### src/rtl/lgs_pkg.sv
// Shared types and constants for the life generation step block.
`timescale 1ns / 1ps

package lgs_pkg;

  // Fixed field widths of the transaction ports
  localparam int IDX_W   = 4;
  localparam int CELLS_W = 10;

  // func codes
  localparam logic FUNC_LOAD = 1'b0;
  localparam logic FUNC_STEP = 1'b1;

  // B3/S23 neighbor counts
  localparam logic [3:0] BIRTH_COUNT = 4'd3;
  localparam logic [3:0] KEEP_COUNT  = 4'd2;

  // Control group from the sequencer to the row store
  typedef struct packed {
    logic load;   // write one row at the load address
    logic shift;  // move rows one place toward the head, append new row at tail
  } grid_ctl_t;

  typedef enum logic [1:0] {
    ST_IDLE = 2'b01,
    ST_STEP = 2'b10
  } state_t;

endpackage

### src/rtl/lgs_rule.sv
// Next-generation row from three adjacent grid rows under rule B3/S23.
`timescale 1ns / 1ps

module lgs_rule #(
  parameter int COLS = 10
) (
  input  logic [COLS-1:0] above,
  input  logic [COLS-1:0] mid,
  input  logic [COLS-1:0] below,
  output logic [COLS-1:0] new_row
);
  import lgs_pkg::*;

  // dead padding column on each side
  logic [COLS+1:0] above_p;
  logic [COLS+1:0] mid_p;
  logic [COLS+1:0] below_p;

  assign above_p = {1'b0, above, 1'b0};
  assign mid_p   = {1'b0, mid, 1'b0};
  assign below_p = {1'b0, below, 1'b0};

  for (genvar c = 0; c < COLS; c++) begin : g_cell
    logic [3:0] cnt;
    assign cnt = 4'(above_p[c]) + 4'(above_p[c+1]) + 4'(above_p[c+2])
               + 4'(mid_p[c])                      + 4'(mid_p[c+2])
               + 4'(below_p[c]) + 4'(below_p[c+1]) + 4'(below_p[c+2]);
    assign new_row[c] = (cnt == BIRTH_COUNT) | ((cnt == KEEP_COUNT) & mid[c]);
  end

endmodule

### src/rtl/lgs_grid.sv
// Row store: shift line of grid rows, random row write, head taps for the step walk.
`timescale 1ns / 1ps

module lgs_grid #(
  parameter int ROWS   = 10,
  parameter int COLS   = 10,
  parameter int RIDX_W = 4
) (
  input  logic                    clk,
  input  logic                    rst_n,
  input  lgs_pkg::grid_ctl_t      ctl,
  input  logic [RIDX_W-1:0]       load_addr,
  input  logic [COLS-1:0]         load_row,
  input  logic [COLS-1:0]         ins_row,
  output logic [COLS-1:0]         head_row,
  output logic [COLS-1:0]         second_row
);
  import lgs_pkg::*;

  logic [COLS-1:0] rows_r   [ROWS];
  logic [COLS-1:0] rows_nxt [ROWS];

  always_comb begin
    rows_nxt = rows_r;
    if (ctl.shift) begin
      for (int i = 0; i < ROWS - 1; i++) begin
        rows_nxt[i] = rows_r[i+1];
      end
      rows_nxt[ROWS-1] = ins_row;
    end else if (ctl.load) begin
      rows_nxt[load_addr] = load_row;
    end
  end

  always_ff @(posedge clk) begin
    if (!rst_n) begin
      for (int i = 0; i < ROWS; i++) begin
        rows_r[i] <= '0;
      end
    end else begin
      rows_r <= rows_nxt;
    end
  end

  assign head_row   = rows_r[0];
  assign second_row = rows_r[1];

endmodule

### src/rtl/life_generation_step.sv
// Top level of the life generation step block: sequencer, row store and output register.
`timescale 1ns / 1ps
//
// Game of Life (B3/S23) on a ROWS x COLS grid, dead cells beyond the edges.
// Input channel (in_valid / in_stall): one transaction is either a load
// (in_func = load) that writes row in_row_index with in_row_cells, or a step
// (in_func = step) that advances the grid one generation. Loads with an
// index >= ROWS are dropped; cell bits at column COLS and above are dropped.
// Output channel (out_valid / out_stall): a step produces ROWS transactions,
// rows 0..ROWS-1 in order, out_last_row set on the final one. Loads produce none.
// Flow: a load writes its row straight into the row store. A step walks the grid
// one row per cycle, while the output register is free or being drained, through
// the row shift line; the first row passes the state register and then the output
// register after the step is accepted, and the next input is taken only once the
// walk of all ROWS rows has ended. The single row-rule unit, one row a cycle, sets it.
// in_stall is high for the whole step walk. When the receiver stalls, the
// output register holds its row and the walk pauses until it is taken.
// Reset (rst_n low, synchronous) clears every cell and drops any pending row.
//
module life_generation_step #(
  parameter int ROWS = 10,
  parameter int COLS = 10
) (
  input  logic                        clk,
  input  logic                        rst_n,
  input  logic                        in_valid,
  output logic                        in_stall,
  input  logic                        in_func,
  input  logic [lgs_pkg::IDX_W-1:0]   in_row_index,
  input  logic [lgs_pkg::CELLS_W-1:0] in_row_cells,
  output logic                        out_valid,
  input  logic                        out_stall,
  output logic [lgs_pkg::IDX_W-1:0]   out_row,
  output logic [lgs_pkg::CELLS_W-1:0] out_cells,
  output logic                        out_last_row
);
  import lgs_pkg::*;

  localparam int RIDX_W = $clog2(ROWS);

  state_t              state_r, state_nxt;
  logic [RIDX_W-1:0]   cnt_r, cnt_nxt;        // row being evaluated
  logic [COLS-1:0]     above_r, above_nxt;    // old row above the current one

  logic                out_valid_r, out_valid_nxt;
  logic [IDX_W-1:0]    out_row_r, out_row_nxt;
  logic [CELLS_W-1:0]  out_cells_r, out_cells_nxt;
  logic                out_last_r, out_last_nxt;

  logic                in_xact;
  logic                load_ok;
  logic                advance;
  logic                last_cnt;
  grid_ctl_t           grid_ctl;
  logic [RIDX_W-1:0]   load_addr;
  logic [COLS-1:0]     load_row;
  logic [COLS-1:0]     head_row;
  logic [COLS-1:0]     second_row;
  logic [COLS-1:0]     below_row;
  logic [COLS-1:0]     new_row;
  logic [CELLS_W-1:0]  new_cells;

  // Column mapping between the fixed-width ports and the grid width
  for (genvar c = 0; c < COLS; c++) begin : g_ld
    if (c < CELLS_W) begin : g_in
      assign load_row[c] = in_row_cells[c];
    end else begin : g_pad
      assign load_row[c] = 1'b0;
    end
  end

  for (genvar c = 0; c < CELLS_W; c++) begin : g_out
    if (c < COLS) begin : g_in
      assign new_cells[c] = new_row[c];
    end else begin : g_pad
      assign new_cells[c] = 1'b0;
    end
  end

  assign in_stall  = (state_r != ST_IDLE);
  assign in_xact   = in_valid && !in_stall;
  assign load_ok   = int'(in_row_index) < ROWS;
  assign load_addr = RIDX_W'(in_row_index);

  // One row evaluated per cycle while the output slot is free or being drained
  assign advance  = (state_r == ST_STEP) && (!out_valid_r || !out_stall);
  assign last_cnt = (cnt_r == RIDX_W'(ROWS - 1));

  // Rows at and behind position 1 are already new on the final row: use dead edge
  assign below_row = last_cnt ? '0 : second_row;

  assign grid_ctl.shift = advance;
  assign grid_ctl.load  = in_xact && (in_func == FUNC_LOAD) && load_ok;

  lgs_grid #(
    .ROWS   (ROWS),
    .COLS   (COLS),
    .RIDX_W (RIDX_W)
  ) u_grid (
    .clk        (clk),
    .rst_n      (rst_n),
    .ctl        (grid_ctl),
    .load_addr  (load_addr),
    .load_row   (load_row),
    .ins_row    (new_row),
    .head_row   (head_row),
    .second_row (second_row)
  );

  lgs_rule #(
    .COLS (COLS)
  ) u_rule (
    .above   (above_r),
    .mid     (head_row),
    .below   (below_row),
    .new_row (new_row)
  );

  // Sequencer
  always_comb begin
    state_nxt = state_r;
    cnt_nxt   = cnt_r;
    above_nxt = above_r;
    unique case (state_r)
      ST_IDLE: begin
        if (in_xact && (in_func == FUNC_STEP)) begin
          state_nxt = ST_STEP;
          cnt_nxt   = '0;
          above_nxt = '0;   // dead row above row 0
        end
      end
      ST_STEP: begin
        if (advance) begin
          above_nxt = head_row;
          cnt_nxt   = cnt_r + 1'b1;
          if (last_cnt) begin
            state_nxt = ST_IDLE;
          end
        end
      end
      default: begin
        state_nxt = ST_IDLE;
      end
    endcase
  end

  // Output register
  always_comb begin
    out_valid_nxt = out_valid_r;
    out_row_nxt   = out_row_r;
    out_cells_nxt = out_cells_r;
    out_last_nxt  = out_last_r;
    if (advance) begin
      out_valid_nxt = 1'b1;
      out_row_nxt   = IDX_W'(cnt_r);
      out_cells_nxt = new_cells;
      out_last_nxt  = last_cnt;
    end else if (!out_stall) begin
      out_valid_nxt = 1'b0;
    end
  end

  always_ff @(posedge clk) begin
    if (!rst_n) begin
      state_r     <= ST_IDLE;
      cnt_r       <= '0;
      out_valid_r <= 1'b0;
    end else begin
      state_r     <= state_nxt;
      cnt_r       <= cnt_nxt;
      out_valid_r <= out_valid_nxt;
    end
  end

  always_ff @(posedge clk) begin
    above_r     <= above_nxt;
    out_row_r   <= out_row_nxt;
    out_cells_r <= out_cells_nxt;
    out_last_r  <= out_last_nxt;
  end

  assign out_valid    = out_valid_r;
  assign out_row      = out_row_r;
  assign out_cells    = out_cells_r;
  assign out_last_row = out_last_r;

endmodule

### config.mk
export PLATFORM = sky130hd
export DESIGN_NAME = life_generation_step
export DESIGN_NICKNAME = d
export VERILOG_FILES = /design/src/rtl/lgs_pkg.sv /design/src/rtl/lgs_rule.sv /design/src/rtl/lgs_grid.sv /design/src/rtl/life_generation_step.sv
export SDC_FILE = /design/constraint.sdc
export NUM_CORES = 1
export LEC_CHECK = 0
export BUFFER_PORTS_ARGS = -buffer_cell sky130_fd_sc_hd__buf_2
export CAP_MARGIN = 20
export CORE_AREA = 2 2 172 174
export CTS_CLUSTER_SIZE = 25
export DETAILED_ROUTE_END_ITERATION = 10
export DIE_AREA = 0 0 174 176
export PLACE_DENSITY_LB_ADDON = 0.05
export SETUP_SLACK_MARGIN = 0.1
export SLEW_MARGIN = 40
export SYNTH_ARGS = -nofsm -noshare
export SYNTH_HDL_FRONTEND = slang
export SYNTH_SLANG_ARGS = --single-unit
### constraint.sdc
create_clock -name clk -period 6.92 [get_ports clk]
set_clock_uncertainty 0.15 [all_clocks]
set_input_delay 0.692 -clock clk [delete_from_list [all_inputs] [get_ports clk]]
set_output_delay 0.692 -clock clk [all_outputs]
set_load 0.05 [all_outputs]
==> metrics.md <==
| Metric | Value |
|---|---|
| Final ANT Viol Nets | `0` |
| Predominant post-synthesis flop cell | `dfxtp_1` |
| Max clock buf depth | `2` |
| Crit path cell chain | `inv_1 -> ha_1 -> nand3b_1 -> nand2_1 -> fa_1 -> fa_1 -> inv_1 -> fa_1 -> inv_1 -> fa_1 -> a211o_1 -> a211oi_1 -> nor2_1 -> a211oi_1` |
| VDD IR-drop max | `~0.00011 V` |
| Crit-path leading delay family | `adder cells` |
| Critical path arrival | `~4400 ps` |
| Crit-path max cell delay | `560 ps` |
| Worst setup SP type | `register` |
| Crit Path Class | `reg2reg` |
| Max stage delay cell, worst path | `fa_1` |
| Ys async rst share | `0` |
| Most frequent cells in the layout | `a21oi_1, dfxtp_1, inv_1` |
| Hold Buf Count CTS | `0` |
| Placement Setup Slack | `about 2600 ps` |
| Total placed cells including tap cells | `~1.1k` |
| DRC Markers | `0` |
| Worst slew pin tran | `roughly 770 ps` |
| Via density | `around 4.6` |
| Drt first-iter violations | `around 260` |
| Die area | `between 30000 and 40000 um2` |
| Seq cells post-synth | `~130` |
| RSZ-0062 raised after global routing | `false` |
| TritonCTS clock tree | `built` |
| Final worst setup slack | `2670 ps` |
| Initial Utilization | `0.248` |
| Total CTS buffers | `17` |
| Post-CTS resize count | `0` |
| Reg clk slew, reported paths | `approximately 60 ps` |
| Max Cap Viol | `0` |
| Commonest non-fill, non-tap cell in the layout | `a21oi_1` |
| Syn_nets | `845` |
| Post-Syn Area | `slightly above 7000 um2` |
| LEAKAGE | `between 0.003 and 0.004 uW` |
| Register area share after synthesis | `0.408` |
| Final instance area | `slightly above 8000 um2` |
| Worst Setup End Kind | `register` |
| CTS HTree Levels | `4` |
| Area Overhead vs Synth | `15.6%` |
| Synth cell types | `between 40 and 50` |
| Slew Limit Fails | `0` |
| Die Wd | `174 um` |
| TritonCTS sink count | `132` |
| Finished Layout Cells | `around 1.2k` |
| Total power | `approximately 1900 uW` |
| Hold Fails Final Rpt | `0` |
| Hold Path Class | `reg2reg` |
| Setup tns final | `0 ps` |
| Area after DPL | `7590 um2` |
| Largest net degree at the start of global routing | `100` |
| Via Count | `about 5.4k` |
| Max-slew headroom | `0.484` |
| Number of flops mapped to enable cells by yosys | `25` |
| Critical path required time | `around 7100 ps` |
| Core Box Area | `between 20000 and 30000 um2` |
| Top-area cell type share of the netlist area | `0.302` |
| HPWL after DPL | `13.5 mm` |
| Num ports | `36` |
| Nets | `around 860` |
| Initial antenna violation count | `0` |
| Yosys top cell by area | `dfxtp_1` |
| Router iterations before antenna repair | `4` |
| Average wire per standard cell | `roughly 17 um` |
| Rows | `62` |
| Fin crit period | `roughly 4300 ps` |
| Total global routing overflow | `0` |
| Port-buffer cells | `35` |
| First-pass GRT wire length | `~32 mm` |
| Top cells by area, synth | `dfxtp_1, a21oi_1, edfxtp_1, fa_1, ha_1` |
| Most frequent cell on the critical path | `fa_1` |
| Cell Pwr Density | `between 200 and 250 nW/um2` |
| Buf/Inv on CP | `3` |
| Routed wire length | `roughly 20 mm` |
| Status | `finished, final reports clean` |
| Die Y | `176 um` |
| Syn Area/Cell | `9.32 um2` |
| Final setup vio count | `0` |
| Root buffer cell | `clkbuf_16` |
| Skew-Pair Late Insertion Delay | `430 ps` |
| Crit Path Max Fanout | `12` |
| Share of cells above drive strength 1 | `0.160` |
| Final period utilization | `0.614` |
| YS warnings | `0` |
| Syn Inst Count | `760` |
| Post-CTS Repair Setup Buffers | `0` |
| GRT Overall Usage | `0.135` |
| FMAX | `roughly 240 MHz` |
| Routability Congestion | `0.759` |
| # diodes | `0` |
| Vias in the first global route | `between 5k and 6k` |
-- layout make-up --
type | instances | area (um2)
fill | 3112 | 20400
multi-input combinational | 486 | 3630
inverter | 91 | 347
sequential | 132 | 2890
tap | 384 | 480
clock buffer | 19 | 454
timing repair buffer | 45 | 274
clock inverter | 13 | 113
-- synth_stat cells (10+ instances only) --
cell type    n
a21oi_2     33
buf_2       20
fa_1        37
dfxtp_1    107
ha_1        29
edfxtp_1    25
clkbuf_1    21
inv_1       90
o21ai_1     40
o31ai_1     10
a21oi_1    160
nor2_1      24
nand2_1     15
o21ai_0     43
-- tightest hold or removal path, cell delays in order, from the launching register on --
cell     delay (ps)
dfxtp_1         330
o21ai_1          80
a21oi_2          90
-- flip-flops by register name, summed over array words and instances, names as in the netlist --
register	count
state_r	2
cnt_r	4
above_r	10
out_last_row	1
out_row	4
out_valid	1
u_grid.head_row	10
u_grid.rows_r	80
out_cells	10
u_grid.second_row	10
-- where the power goes --
group	internal [uW]	total (uW)	leakage, uW	switching, uW
registers	801	812	0.00110	11.7
clock network	492	888	0.000275	396
logic	68.0	191	0.00197	123
-- path summary, 6_finish.rpt --
path / start / cells after the start / slack, ps / endpoint
worst max-delay path: cnt_r[1] / 14 / 2670 / u_grid.rows_r[4]
worst min-delay path: u_grid.rows_r[56] / 2 / 370 / u_grid.rows_r[56]
worst max register to register: cnt_r[1] / 14 / 2670 / u_grid.rows_r[4]
worst min register to register: u_grid.rows_r[56] / 2 / 370 / u_grid.rows_r[56]
-- metrics by stage --
step            util  hold slack, ps
5_1_grt        0.287             401
6_report       0.287             373
3_5_place_dp   0.266             360
2_1_floorplan      -             304
4_1_cts        0.286             375
3_3_place_gp   0.264             357
-- per-layer routing --
metal,share of wire,wire length (um),up-vias,global-route usage
li1,-,-,2704,-
met1,0.52,10400,2619,0.194
met2,0.44,8710,56,0.207
met3,0.028,554,10,0.0286
met4,0.012,239,0,0.0347
met5,0,0,-,0
-- cell families after synthesis --
family / after synthesis / share of synthesized area
flip-flops: 132 / 0.408
XOR/XNOR: 1 / 0.00124
buffers and inverters: 142 / 0.0855
adder cells (fa/ha/maj): 66 / 0.156
AO/OA/AOI/OAI: 326 / 0.271
AND/OR/NAND/NOR: 89 / 0.0724
multiplexers: 4 / 0.00565
Power figures use the tool's default switching activity.
